===== src/hw/rtl/dfw_pkg.sv =====
package dfw_pkg;

  localparam int MAX_VERTICES_DEF = 16;
  localparam int RESULT_LIMIT     = 16;

  localparam int OP_W  = 2;
  localparam int VTX_W = 4;
  localparam int CNT_W = 5;

  localparam logic [OP_W-1:0] OP_CLEAR = 2'd0;
  localparam logic [OP_W-1:0] OP_EDGE  = 2'd1;
  localparam logic [OP_W-1:0] OP_WALK  = 2'd2;

endpackage


===== src/hw/rtl/graph_depth_first_walk_core.sv =====
// Depth-first walk engine over an undirected adjacency bit matrix.
// Input channel (in_valid/in_ready) carries one command per transfer:
//   clear graph, add undirected edge, or walk from in_from_vertex.
// Config channel (cfg_valid/cfg_ready) sets the vertex count; always ready.
// Output channel (out_valid/out_ready) gives one transfer per visited vertex,
//   in preorder, with out_last set on the final vertex of the walk.
// Steps: a clear is done in the idle state; an edge add is a read-modify-write
//   of both rows (one row for a self loop) through the single adjacency RAM.
//   A walk does one adjacency RAM read (S_W_RD) per search step (S_W_SRCH) in the
//   shared priority-search unit, which takes the lowest unvisited neighbour; it
//   pops a stack frame (S_W_POP) at each dead end and ends in S_W_END.
// The block takes one command at a time; in_ready is low until it finishes.
// A result is held back one step so its last flag is known; it moves into
//   the output register only when that register is free, so a stalled
//   receiver holds the walk at its next found vertex without loss.
// Reset clears the graph (row valid bits), the vertex count and all control
//   state at once; there is no clearing pass.
module graph_depth_first_walk_core #(
  parameter int MAX_VERTICES = dfw_pkg::MAX_VERTICES_DEF
) (
  input  logic                        clk,
  input  logic                        rst_n,
  input  logic                        cfg_valid,
  output logic                        cfg_ready,
  input  logic [dfw_pkg::CNT_W-1:0]   cfg_vertex_count,
  input  logic                        in_valid,
  output logic                        in_ready,
  input  logic [dfw_pkg::OP_W-1:0]    in_op,
  input  logic [dfw_pkg::VTX_W-1:0]   in_from_vertex,
  input  logic [dfw_pkg::VTX_W-1:0]   in_to_vertex,
  output logic                        out_valid,
  input  logic                        out_ready,
  output logic [dfw_pkg::VTX_W-1:0]   out_visited_vertex,
  output logic                        out_last
);
  import dfw_pkg::*;

  localparam int VW = $clog2(MAX_VERTICES);
  localparam int IW = VW + 1;
  localparam int DW = $clog2(MAX_VERTICES + 1);
  localparam int NW = $clog2(RESULT_LIMIT + 1);
  localparam int SW = VW + IW;

  localparam logic [2:0] S_IDLE   = 3'd0;
  localparam logic [2:0] S_E_WA   = 3'd1;
  localparam logic [2:0] S_E_WB   = 3'd2;
  localparam logic [2:0] S_W_RD   = 3'd3;
  localparam logic [2:0] S_W_SRCH = 3'd4;
  localparam logic [2:0] S_W_POP  = 3'd5;
  localparam logic [2:0] S_W_END  = 3'd6;

  logic [2:0]              state_r, state_nxt;
  logic [CNT_W-1:0]        vcount_r;
  logic [MAX_VERTICES-1:0] row_vld_r, row_vld_nxt;
  logic [VW-1:0]           e_a_r, e_a_nxt, e_b_r, e_b_nxt;
  logic [VW-1:0]           cur_v_r, cur_v_nxt;
  logic [IW-1:0]           cur_i_r, cur_i_nxt;
  logic [DW-1:0]           depth_r, depth_nxt;
  logic [NW-1:0]           n_r, n_nxt;
  logic [MAX_VERTICES-1:0] visited_r, visited_nxt;
  logic [VW-1:0]           pend_r, pend_nxt;
  logic                    out_valid_r;
  logic [VTX_W-1:0]        out_v_r;
  logic                    out_last_r;

  logic [VW+VTX_W-1:0]     a_ext, b_ext, o_ext;
  logic                    a_ok, b_ok;
  logic                    accept, out_free, emit, emit_last;

  logic                    adj_we;
  logic [VW-1:0]           adj_waddr, adj_raddr;
  logic [MAX_VERTICES-1:0] adj_wdata, adj_q, cur_row;

  logic                    stk_we;
  logic [VW-1:0]           stk_waddr, stk_raddr;
  logic [SW-1:0]           stk_wdata, stk_q;
  logic [DW-1:0]           depth_m1, depth_m2;

  logic                    find_hit;
  logic [VW-1:0]           find_idx;
  logic [IW-1:0]           find_next;

  assign cfg_ready = 1'b1;
  assign in_ready  = (state_r == S_IDLE);
  assign accept    = in_valid & in_ready;
  assign out_free  = ~out_valid_r | out_ready;

  assign a_ext = {{VW{1'b0}}, in_from_vertex};
  assign b_ext = {{VW{1'b0}}, in_to_vertex};
  assign a_ok  = a_ext < (VW+VTX_W)'(MAX_VERTICES);
  assign b_ok  = b_ext < (VW+VTX_W)'(MAX_VERTICES);
  assign o_ext = {{VTX_W{1'b0}}, pend_r};

  assign depth_m1  = depth_r - DW'(1);
  assign depth_m2  = depth_r - DW'(2);
  assign stk_raddr = depth_m2[VW-1:0];
  assign stk_waddr = depth_m1[VW-1:0];
  assign stk_wdata = {cur_v_r, find_next};
  assign find_next = {1'b0, find_idx} + IW'(1);

  assign cur_row = row_vld_r[cur_v_r] ? adj_q : '0;

  always_comb begin
    unique case (state_r)
      S_IDLE:  adj_raddr = a_ext[VW-1:0];
      S_E_WA:  adj_raddr = e_b_r;
      default: adj_raddr = cur_v_r;
    endcase
  end

  dfw_ram #(
    .WIDTH (MAX_VERTICES),
    .DEPTH (MAX_VERTICES)
  ) u_adj (
    .clk   (clk),
    .we    (adj_we),
    .waddr (adj_waddr),
    .wdata (adj_wdata),
    .raddr (adj_raddr),
    .rdata (adj_q)
  );

  dfw_ram #(
    .WIDTH (SW),
    .DEPTH (MAX_VERTICES)
  ) u_stack (
    .clk   (clk),
    .we    (stk_we),
    .waddr (stk_waddr),
    .wdata (stk_wdata),
    .raddr (stk_raddr),
    .rdata (stk_q)
  );

  dfw_find #(
    .MAX_VERTICES (MAX_VERTICES)
  ) u_find (
    .row      (cur_row),
    .visited  (visited_r),
    .from_idx (cur_i_r),
    .count    (vcount_r),
    .hit      (find_hit),
    .idx      (find_idx)
  );

  always_comb begin
    state_nxt   = state_r;
    row_vld_nxt = row_vld_r;
    e_a_nxt     = e_a_r;
    e_b_nxt     = e_b_r;
    cur_v_nxt   = cur_v_r;
    cur_i_nxt   = cur_i_r;
    depth_nxt   = depth_r;
    n_nxt       = n_r;
    visited_nxt = visited_r;
    pend_nxt    = pend_r;
    adj_we      = 1'b0;
    adj_waddr   = e_a_r;
    adj_wdata   = (row_vld_r[e_a_r] ? adj_q : '0) | (MAX_VERTICES'(1) << e_b_r);
    stk_we      = 1'b0;
    emit        = 1'b0;
    emit_last   = 1'b0;

    unique case (state_r)
      S_IDLE: begin
        if (accept) begin
          e_a_nxt = a_ext[VW-1:0];
          e_b_nxt = b_ext[VW-1:0];
          case (in_op)
            OP_CLEAR: begin
              row_vld_nxt = '0;
              visited_nxt = '0;
              depth_nxt   = '0;
            end
            OP_EDGE: begin
              if (a_ok && b_ok) begin
                state_nxt = S_E_WA;
              end
            end
            OP_WALK: begin
              visited_nxt = '0;
              depth_nxt   = '0;
              if (a_ok) begin
                visited_nxt = MAX_VERTICES'(1) << a_ext[VW-1:0];
                cur_v_nxt   = a_ext[VW-1:0];
                cur_i_nxt   = '0;
                depth_nxt   = DW'(1);
                n_nxt       = NW'(1);
                pend_nxt    = a_ext[VW-1:0];
                state_nxt   = S_W_RD;
              end
            end
            default: begin
            end
          endcase
        end
      end
      S_E_WA: begin
        adj_we               = 1'b1;
        row_vld_nxt[e_a_r]   = 1'b1;
        state_nxt            = (e_a_r == e_b_r) ? S_IDLE : S_E_WB;
      end
      S_E_WB: begin
        adj_we             = 1'b1;
        adj_waddr          = e_b_r;
        adj_wdata          = (row_vld_r[e_b_r] ? adj_q : '0) | (MAX_VERTICES'(1) << e_a_r);
        row_vld_nxt[e_b_r] = 1'b1;
        state_nxt          = S_IDLE;
      end
      S_W_RD: begin
        state_nxt = S_W_SRCH;
      end
      S_W_SRCH: begin
        if (find_hit) begin
          if (out_free) begin
            emit        = 1'b1;
            visited_nxt = visited_r | (MAX_VERTICES'(1) << find_idx);
            pend_nxt    = find_idx;
            n_nxt       = n_r + NW'(1);
            if (depth_r < DW'(MAX_VERTICES)) begin
              stk_we    = 1'b1;
              cur_v_nxt = find_idx;
              cur_i_nxt = '0;
              depth_nxt = depth_r + DW'(1);
            end else begin
              cur_i_nxt = find_next;
            end
            state_nxt = (n_r == NW'(RESULT_LIMIT - 1)) ? S_W_END : S_W_RD;
          end
        end else begin
          depth_nxt = depth_m1;
          state_nxt = (depth_r == DW'(1)) ? S_W_END : S_W_POP;
        end
      end
      S_W_POP: begin
        cur_v_nxt = stk_q[SW-1:IW];
        cur_i_nxt = stk_q[IW-1:0];
        state_nxt = S_W_RD;
      end
      S_W_END: begin
        if (out_free) begin
          emit      = 1'b1;
          emit_last = 1'b1;
          depth_nxt = '0;
          state_nxt = S_IDLE;
        end
      end
      default: begin
        state_nxt = S_IDLE;
      end
    endcase
  end

  always_ff @(posedge clk) begin
    if (!rst_n) begin
      state_r     <= S_IDLE;
      vcount_r    <= '0;
      row_vld_r   <= '0;
      visited_r   <= '0;
      depth_r     <= '0;
      n_r         <= '0;
      out_valid_r <= 1'b0;
    end else begin
      state_r   <= state_nxt;
      row_vld_r <= row_vld_nxt;
      visited_r <= visited_nxt;
      depth_r   <= depth_nxt;
      n_r       <= n_nxt;
      if (cfg_valid && cfg_ready) begin
        vcount_r <= cfg_vertex_count;
      end
      if (emit) begin
        out_valid_r <= 1'b1;
      end else if (out_ready) begin
        out_valid_r <= 1'b0;
      end
    end
  end

  always_ff @(posedge clk) begin
    e_a_r   <= e_a_nxt;
    e_b_r   <= e_b_nxt;
    cur_v_r <= cur_v_nxt;
    cur_i_r <= cur_i_nxt;
    pend_r  <= pend_nxt;
    if (emit) begin
      out_v_r    <= o_ext[VTX_W-1:0];
      out_last_r <= emit_last;
    end
  end

  assign out_valid          = out_valid_r;
  assign out_visited_vertex = out_v_r;
  assign out_last           = out_last_r;

`ifndef SYNTHESIS
  a_depth_bound: assert property (@(posedge clk) disable iff (!rst_n)
    depth_r <= DW'(MAX_VERTICES))
    else $error("walk stack depth beyond vertex limit");

  a_count_bound: assert property (@(posedge clk) disable iff (!rst_n)
    n_r <= NW'(RESULT_LIMIT))
    else $error("walk result count beyond limit");

  a_last_ends: assert property (@(posedge clk) disable iff (!rst_n)
    (emit && emit_last) |=> (state_r == S_IDLE && out_valid_r && out_last_r))
    else $error("last transfer did not end the walk");

  a_walk_visited: assert property (@(posedge clk) disable iff (!rst_n)
    (state_r == S_W_RD || state_r == S_W_SRCH || state_r == S_W_POP ||
     state_r == S_W_END) |-> (visited_r != '0))
    else $error("walk running with empty visited set");
`endif

endmodule


===== src/hw/rtl/dfw_ram.sv =====
module dfw_ram #(
  parameter int WIDTH = 16,
  parameter int DEPTH = dfw_pkg::MAX_VERTICES_DEF
) (
  input  logic                     clk,
  input  logic                     we,
  input  logic [$clog2(DEPTH)-1:0] waddr,
  input  logic [WIDTH-1:0]         wdata,
  input  logic [$clog2(DEPTH)-1:0] raddr,
  output logic [WIDTH-1:0]         rdata
);

  logic [WIDTH-1:0] mem [DEPTH];

  always_ff @(posedge clk) begin
    if (we) begin
      mem[waddr] <= wdata;
    end
    rdata <= mem[raddr];
  end

endmodule


===== src/hw/rtl/dfw_find.sv =====
module dfw_find #(
  parameter int MAX_VERTICES = dfw_pkg::MAX_VERTICES_DEF
) (
  input  logic [MAX_VERTICES-1:0]           row,
  input  logic [MAX_VERTICES-1:0]           visited,
  input  logic [$clog2(MAX_VERTICES):0]     from_idx,
  input  logic [dfw_pkg::CNT_W-1:0]         count,
  output logic                              hit,
  output logic [$clog2(MAX_VERTICES)-1:0]   idx
);
  import dfw_pkg::*;

  localparam int VW = $clog2(MAX_VERTICES);

  logic [MAX_VERTICES-1:0] cand;
  logic [MAX_VERTICES-1:0] low;

  always_comb begin
    for (int j = 0; j < MAX_VERTICES; j++) begin
      cand[j] = row[j] & ~visited[j] & (j >= int'(from_idx)) & (j < int'(count));
    end
    low = cand & (~cand + MAX_VERTICES'(1));
    idx = '0;
    for (int j = 0; j < MAX_VERTICES; j++) begin
      if (low[j]) begin
        idx = idx | VW'(j);
      end
    end
    hit = |cand;
  end

endmodule


===== config.mk =====
export PLATFORM = sky130hd
export DESIGN_NAME = graph_depth_first_walk_core
export DESIGN_NICKNAME = d
export VERILOG_FILES = /design/src/hw/rtl/dfw_pkg.sv /design/src/hw/rtl/graph_depth_first_walk_core.sv /design/src/hw/rtl/dfw_ram.sv /design/src/hw/rtl/dfw_find.sv
export SDC_FILE = /design/constraint.sdc
export NUM_CORES = 1
export LEC_CHECK = 0
export ABC_AREA = 1
export BUFFER_PORTS_ARGS = -buffer_cell sky130_fd_sc_hd__buf_2
export CORE_ASPECT_RATIO = 1.1
export CORE_UTILIZATION = 40
export CTS_CLUSTER_SIZE = 30
export DETAILED_ROUTE_END_ITERATION = 12
export HOLD_SLACK_MARGIN = 0.05
export PLACE_DENSITY = 0.64
export SYNTH_ARGS = -nofsm -noshare
export SYNTH_HDL_FRONTEND = slang
export SYNTH_SLANG_ARGS = --single-unit

===== constraint.sdc =====
create_clock -name clk -period 3.4 [get_ports clk]
set_input_delay 0.85 -clock clk [delete_from_list [all_inputs] [get_ports clk]]
set_output_delay 0.85 -clock clk [all_outputs]
set_load 0.01 [all_outputs]

==> results of run 1 <==
## routing by layer
metal	vias to the layer above	wire length (um)	part of all wire, %	global-route usage [%]
met2	548	28400	48	33.7
li1	7668	-	-	-
met5	-	0	0	0
met1	7812	25600	43	27.4
met4	0	1980	3.3	7.57
met3	118	3560	6.0	3.14
## timing repair
action	4_1_cts	5_1_grt
gates resized for setup	8	9
pin swaps	0	2
hold endpoints to repair	0	0
setup endpoints to repair	17	35
hold buffers	0	0
gates cloned	1	2
setup buffers	0	0
## cell type report
| class | instances | area [um^2] |
|---|---|---|
| repair buffers | 118 | 921 |
| clock buffers | 60 | 1330 |
| inverters | 273 | 1040 |
| multi-input cells | 1264 | 6970 |
| repair inverters | 1 | 7.51 |
| flip-flops and latches | 502 | 14300 |
| fillers | 5094 | 30000 |
| clock inverters | 33 | 388 |
| well taps | 744 | 931 |
## logic make-up after synthesis
family / count (synthesis) / synth area share, %
multiplexers: 32 / 1.42
flip-flops: 502 / 63.4
AND/OR/NAND/NOR: 694 / 13.6
AO/OA/AOI/OAI: 508 / 13.7
adder cells (fa/ha/maj): 16 / 0.886
XOR/XNOR: 11 / 0.426
other: 1 / 0.0166
buffers and inverters: 369 / 6.51
## metrics by stage
step / setup WS (ns) / setup TNS, ns / util, % / cells / hold WS, ns
CTS: 0.0979 / 0 / 46.2 / 2993 / 0.398
finish: 0.189 / 0 / 46.3 / 2995 / 0.424
global placement: 0.0223 / 0 / 43.1 / 2899 / 0.408
global route: 0.00294 / 0 / 46.3 / 2995 / 0.413
floorplan: -0.238 / -15.21 / - / 2133 / 0.400
detailed placement: -0.0287 / -0.0977 / 43.1 / 2899 / 0.407
## worst max-delay path, cell delays in order (launching register included)
cell        delay [ns]
edfxtp_1          0.34
buf_4             0.19
inv_6             0.06
nand2_1           0.08
nand3_1           0.12
nand3_2           0.13
nand3_4           0.17
nand2_8           0.17
o21ai_2           0.10
nand2_2           0.11
nor2_4            0.05
nand3_1           0.13
nand2_1           0.10
nor3_2            0.20
buf_4             0.16
inv_1             0.06
ha_2              0.21
ha_4              0.34
clkinvlp_4        0.19
## how the worst min path moves through the flow
stage / cells past startpoint / slack [ns] / endpoint / startpoint
after global routing: 1 / 0.41 / e_b_r[2] / in_to_vertex[2]
final: 0 / 0.42 / out_visited_vertex[3] / pend_r[3]
after detailed placement: 0 / 0.41 / out_visited_vertex[3] / pend_r[3]
after global placement: 0 / 0.41 / out_visited_vertex[3] / pend_r[3]
after floorplan: 0 / 0.40 / out_visited_vertex[0] / pend_r[0]
after CTS: 1 / 0.40 / e_b_r[0] / in_to_vertex[0]
## power breakdown
part           internal (mW)  leakage, nW  total, mW  switching, mW
combinational          0.683         4.40       2.32           1.64
clock                   3.35        0.829       5.76           2.41
sequential              6.99         4.59       7.15          0.159
total                   11.0         9.82       15.2           4.21
## state kept, by name, summed over array words and instances (netlist names)
name                cells
pend_r                  4
out_last                1
u_adj.rdata            16
u_stack.mem           144
vcount_r                5
cur_i_r                 5
u_adj.mem             256
out_valid               1
e_a_r                   4
visited_r              16
cur_v_r                 4
state_r                 3
n_r                     5
row_vld_r              16
e_b_r                   4
depth_r                 5
u_stack.rdata           9
out_visited_vertex      4
## cells in the final DEF (no fill, tap or decap), drive strengths merged, types with 4 or more instances in the layout
cell	instances
a21oi	90
nand3	97
xor2	5
edfxtp	426
clkbuf	60
buf	118
o211ai	67
dfxtp	76
inv	266
o221ai	53
mux2i	32
nor4	6
bufinv	7
clkinvlp	7
clkinv	27
o311ai	14
nor3	15
a32o	5
ha	16
o21ai	227
o22ai	39
nand2	322
nand4	13
nor2	237
xnor2	6
o21a	4
==> flow_summary.yaml, run 1 <==
run_status:
  status: "completed"
floorplan:
  initial_core_util_pct: 40.4
  io_pins: 28
  rows: 91
  die_y_um: 251
  dieArea_um2: 57400
  die_w_um: 229
  core-area_um2: 55900
yosys:
  yosys-top-cells-count: "426 x edfxtp_1, 301 x nand2_1, 252 x inv_1"
  syn_nets: 2169
  synth_cell_types: 57
  ys_ff_latch: 502
  yosysSeqAreaShare_pct: 63.4
  synth.avg_cell_area_um2: 10.6
  ys_warn_count: 0
  netlist_area_um2: 22600
  ys_async_sr_fraction_pct: 0
  synth_edf_count: 426
  yosysTopAreaCellShare_pct: 56.6
  synth_largest_area_cell: "edfxtp_1"
  synthCells: 2133
  synth_top_flop_cell: "edfxtp_1"
  synth.most_common_cell: "edfxtp_1"
  ys_top_cells_by_area: "edfxtp_1 57%, dfxtp_1 6.7%, nand2_1 5.0%, o21ai_0 4.3%, inv_1 4.2%"
worst_setup_path:
  end_kind: "register"
  crit_fanout: 11
  crit_path_end: "u_stack.mem[12][2]"
  cp.required_ns: 3.69
  r2r_cells: 18
  r2r_end: "u_stack.mem[12][2]"
  critPathLaunch: "cur_v_r[0]"
  start_kind: "register"
  reg2reg_from: "cur_v_r[0]"
  arrival_ns: 3.51
  path_class: "register to register"
  reg2reg_slack_ns: 0.19
power_and_ir_drop:
  ir_drop_v: 0.000501
  p_total_mw: 15.2
  power_density_nw_per_um2: 588
  p_leak_nw: 9.82
routing:
  vias: 16100
  via_per_inst: 5.39
  wirelength_mm: 59.5
  drtIter0Drc: 1482
  wire_per_inst_um: 19.9
  ant_nets: 0
  first_pass_iters: 7
  drc: 0
timing:
  final_max_slew_viol_count: 0
  skew_ns: 0.0287
  setup_viol: 0
  max_freq_ghz: 0.311
  fin_crit_sh_pct: 94.4
  hold_viol: 0
  min_period_ns: 3.21
  relSlewSlack_pct: 45.5
  worstMarginPinSlew_ns: 0.815
  rsz0062_at_grt: "false"
finish:
  antenna_cells: 0
  drive_above_1_share_pct: 13.1
  nets: 2247
  synthToLayoutAreaGrowth_pct: 14.7
  design_area_um2: 25900
clocking:
  clkSinkCount: 502
  clockRootBuffer: "clkbuf_16"
  numCtsBuffers: 51
  worst_skew_pair.late_latency_ns: 0.61
  cts_tree: "done"
  clockBufferDepth: 3
  htreeDepth: 2
  cts.clk_slew.worst_paths_ns: 0.07
global_route:
  grt_start_max_net_pins: 75
  antenna_found_initial: 0
  grtUsageTotal_pct: 20.5
  grt_pass1_vias: 15400
  grt-ovfl-total: 0
  grt_pass1_wl_mm: 90.5
min_path:
  hold_class: "register to register"
place:
  dp.final_hpwl_mm: 38.2
  gp_congestion: 0.914
  port-buffer-count: 26
  place_area_um2: 24100
run:
  cap_violations: 0
Note: power is estimated with default switching activity, not from simulation.
==> run 2: changes to the inputs <==
PLACE_DENSITY = 0.62   (was 0.64)
clock period = 3.47 ns   (was 3.4 ns; I/O delays follow)
==> run 2 against run 1 <==
The run now ends with design-rule violations left. Via count decreased by 0.17%. Utilization decreased by 0.49 points. Fmax increased by 1.8%. Cell count about the same.
==> flow_summary.yaml, run 2 (synthesis results as in run 1) <==
run_status:
  status: "finished with violations"
  violations: "design-rule violations"
timing:
  hold_ws_ns: 0.463
  skew_ns: 0.0293
  final_max_slew_viol_count: 0
  worstMarginPinSlew_ns: 1.01
  fin_crit_sh_pct: 90.9
  max_freq_ghz: 0.317
  hold_viol: 0
  rsz0062_at_grt: "false"
  setup_viol: 0
  min_period_ns: 3.15
  relSlewSlack_pct: 32.1
clocking:
  clkSinkCount: 502
  worst_skew_pair.late_latency_ns: 0.62
  numCtsBuffers: 52
  cts.clk_slew.worst_paths_ns: 0.06
  htreeDepth: 2
  clockRootBuffer: "clkbuf_16"
  cts_tree: "done"
  clockBufferDepth: 3
finish:
  final_cell_mix: "426 x edfxtp_1, 301 x nand2_1, 251 x inv_1"
  final_core_util_pct: 45.8
  nets: 2242
  final_common_cell: "edfxtp_1"
  synthToLayoutAreaGrowth_pct: 13.4
  reg_top3: "u_adj.mem x256, u_stack.mem x144"
  regMostFlops: "u_adj.mem"
  largest_reg_flops: 256
  antenna_cells: 0
  drive_above_1_share_pct: 12.3
  design_area_um2: 25600
  fillCellCount: 5099
  stdcell_count: 2993
worst_setup_path:
  critical_path.top_delay_family: "simple AND/OR/NAND/NOR gates"
  r2r_end: "u_stack.mem[4][2]"
  cp.buffers_inverters: 5
  cpPeakStageDelay_ns: 0.50
  path_cells: "inv_2 -> nand3_1 -> nand3_1 -> nand3_2 -> nand2_8 -> nand3_1 -> nand2_1 -> nor2_1 -> nand3_1 -> inv_1 -> nor3_1 -> buf_4 -> inv_1 -> ha_1 -> ha_4 -> clkinvlp_4"
  reg2reg_from: "cur_v_r[1]"
  slowest_stage: "edfxtp_1"
  crit_cells: 16
  critPathLaunch: "cur_v_r[1]"
  crit_fanout: 22
  end_kind: "register"
  crit_path_end: "u_stack.mem[4][2]"
  path_class: "register to register"
  arrival_ns: 3.47
  r2r_cells: 16
  start_kind: "register"
  cp.required_ns: 3.79
  reg2reg_slack_ns: 0.32
  crit_top_cell: "nand3_1"
global_route:
  grt_start_max_net_pins: 95
  antenna_found_initial: 0
  grt_pass1_wl_mm: 91.1
  grt-ovfl-total: 0
  grt_pass1_vias: 15500
  grtUsageTotal_pct: 20.5
power_and_ir_drop:
  p_leak_nw: 9.73
  p_total_mw: 14.5
  switching_share_pct: 28.2
  total_switching_power_mw: 4.09
  ir_drop_v: 0.000414
  pwr-share-clk_pct: 36.1
  power_density_nw_per_um2: 565
  internal-power_mw: 10.4
  combPwrFrac_pct: 15.6
  p_seq_share_pct: 48.3
routing:
  drtIter0Drc: 1447
  ant_nets: 0
  drc: 2
  wire_per_inst_um: 19.8
  wirelength_mm: 59.2
  via_per_inst: 5.39
  first_pass_iters: 12
  vias: 16100
floorplan:
  core-area_um2: 55900
  die_w_um: 229
  dieArea_um2: 57400
  rows: 91
  die_y_um: 251
  initial_core_util_pct: 40.4
  io_pins: 28
place:
  dp_cells: 2888
  dp.final_hpwl_mm: 38.1
  port-buffer-count: 26
  place_area_um2: 24000
  gp_congestion: 0.940
min_path:
  hold_depth: 1
  hold_class: "primary input to register"
run:
  cap_violations: 0
[run 2: cell count changes in the layout (fill, tap and decap cells not counted), moves of 2 or more]
| cell | change |
|---|---|
| nand3_4 | -2 |
| nand2_4 | -2 |
| clkbuf_8 | +3 |
| clkinv_1 | -2 |
| clkinvlp_4 | -3 |
| clkbuf_1 | +12 |
| bufinv_16 | -7 |
| nand3_1 | +2 |
| buf_12 | -4 |
[run 2: cell type report]
type | count | area (um^2) | area share [%]
Clock buffer | 76 | 1440 | 5.63
Clock inverter | 21 | 134 | 0.522
Inverter | 273 | 1030 | 4.03
Multi-Input combinational cell | 1262 | 6920 | 27.0
Sequential cell | 502 | 14300 | 55.9
Tap cell | 744 | 931 | 3.63
Timing Repair Buffer | 114 | 841 | 3.28
Timing Repair inverter | 1 | 7.51 | 0.0293
[run 2: power by group through the flow]
stage	Combinational (mW)	Sequential (mW)	Clock [mW]
2_1_floorplan	1.47	7.05	0
3_3_place_gp	2.20	7.11	0
3_5_place_dp	2.23	7.12	0
4_1_cts	2.24	7.00	5.33
5_1_grt	2.49	7.01	5.53
6_report	2.27	6.99	5.23
[run 2: worst min-delay path by stage]
| stage | endpoint | slack, ns | start |
|---|---|---|---|
| 3_3_place_gp | out_visited_vertex[0] | 0.44 | pend_r[0] |
| 5_1_grt | out_visited_vertex[0] | 0.46 | pend_r[0] |
| 6_report | e_b_r[2] | 0.46 | in_to_vertex[2] |
| 4_1_cts | e_b_r[2] | 0.44 | in_to_vertex[2] |
| 2_1_floorplan | out_visited_vertex[0] | 0.40 | pend_r[0] |
| 3_5_place_dp | out_visited_vertex[0] | 0.44 | pend_r[0] |
[run 2: repair_timing]
item | 4_1_cts | 5_1_grt
endpoints found under the setup margin | 0 | 33
setup buffers | 0 | 7
resized for setup | 0 | 8
hold endpoints to repair | 0 | 0
hold buffers | 0 | 0
[run 2: per-stage QoR]
step,TNS [ns],setup slack (ns)
floorplan,-10.73,-0.168
global placement,0,0.155
CTS,0,0.0596
global route,0,0.0194
finish,0,0.315
detailed placement,0,0.0919
[run 2: layer usage]
| layer | GRT usage (%) | up-vias | wire, um |
|---|---|---|---|
| li1 | - | 7657 | - |
| met1 | 27.3 | 7810 | 25700 |
| met2 | 34.6 | 555 | 28700 |
| met3 | 3.07 | 96 | 3390 |
| met4 | 6.14 | 0 | 1370 |
| met5 | 0 | - | 0 |
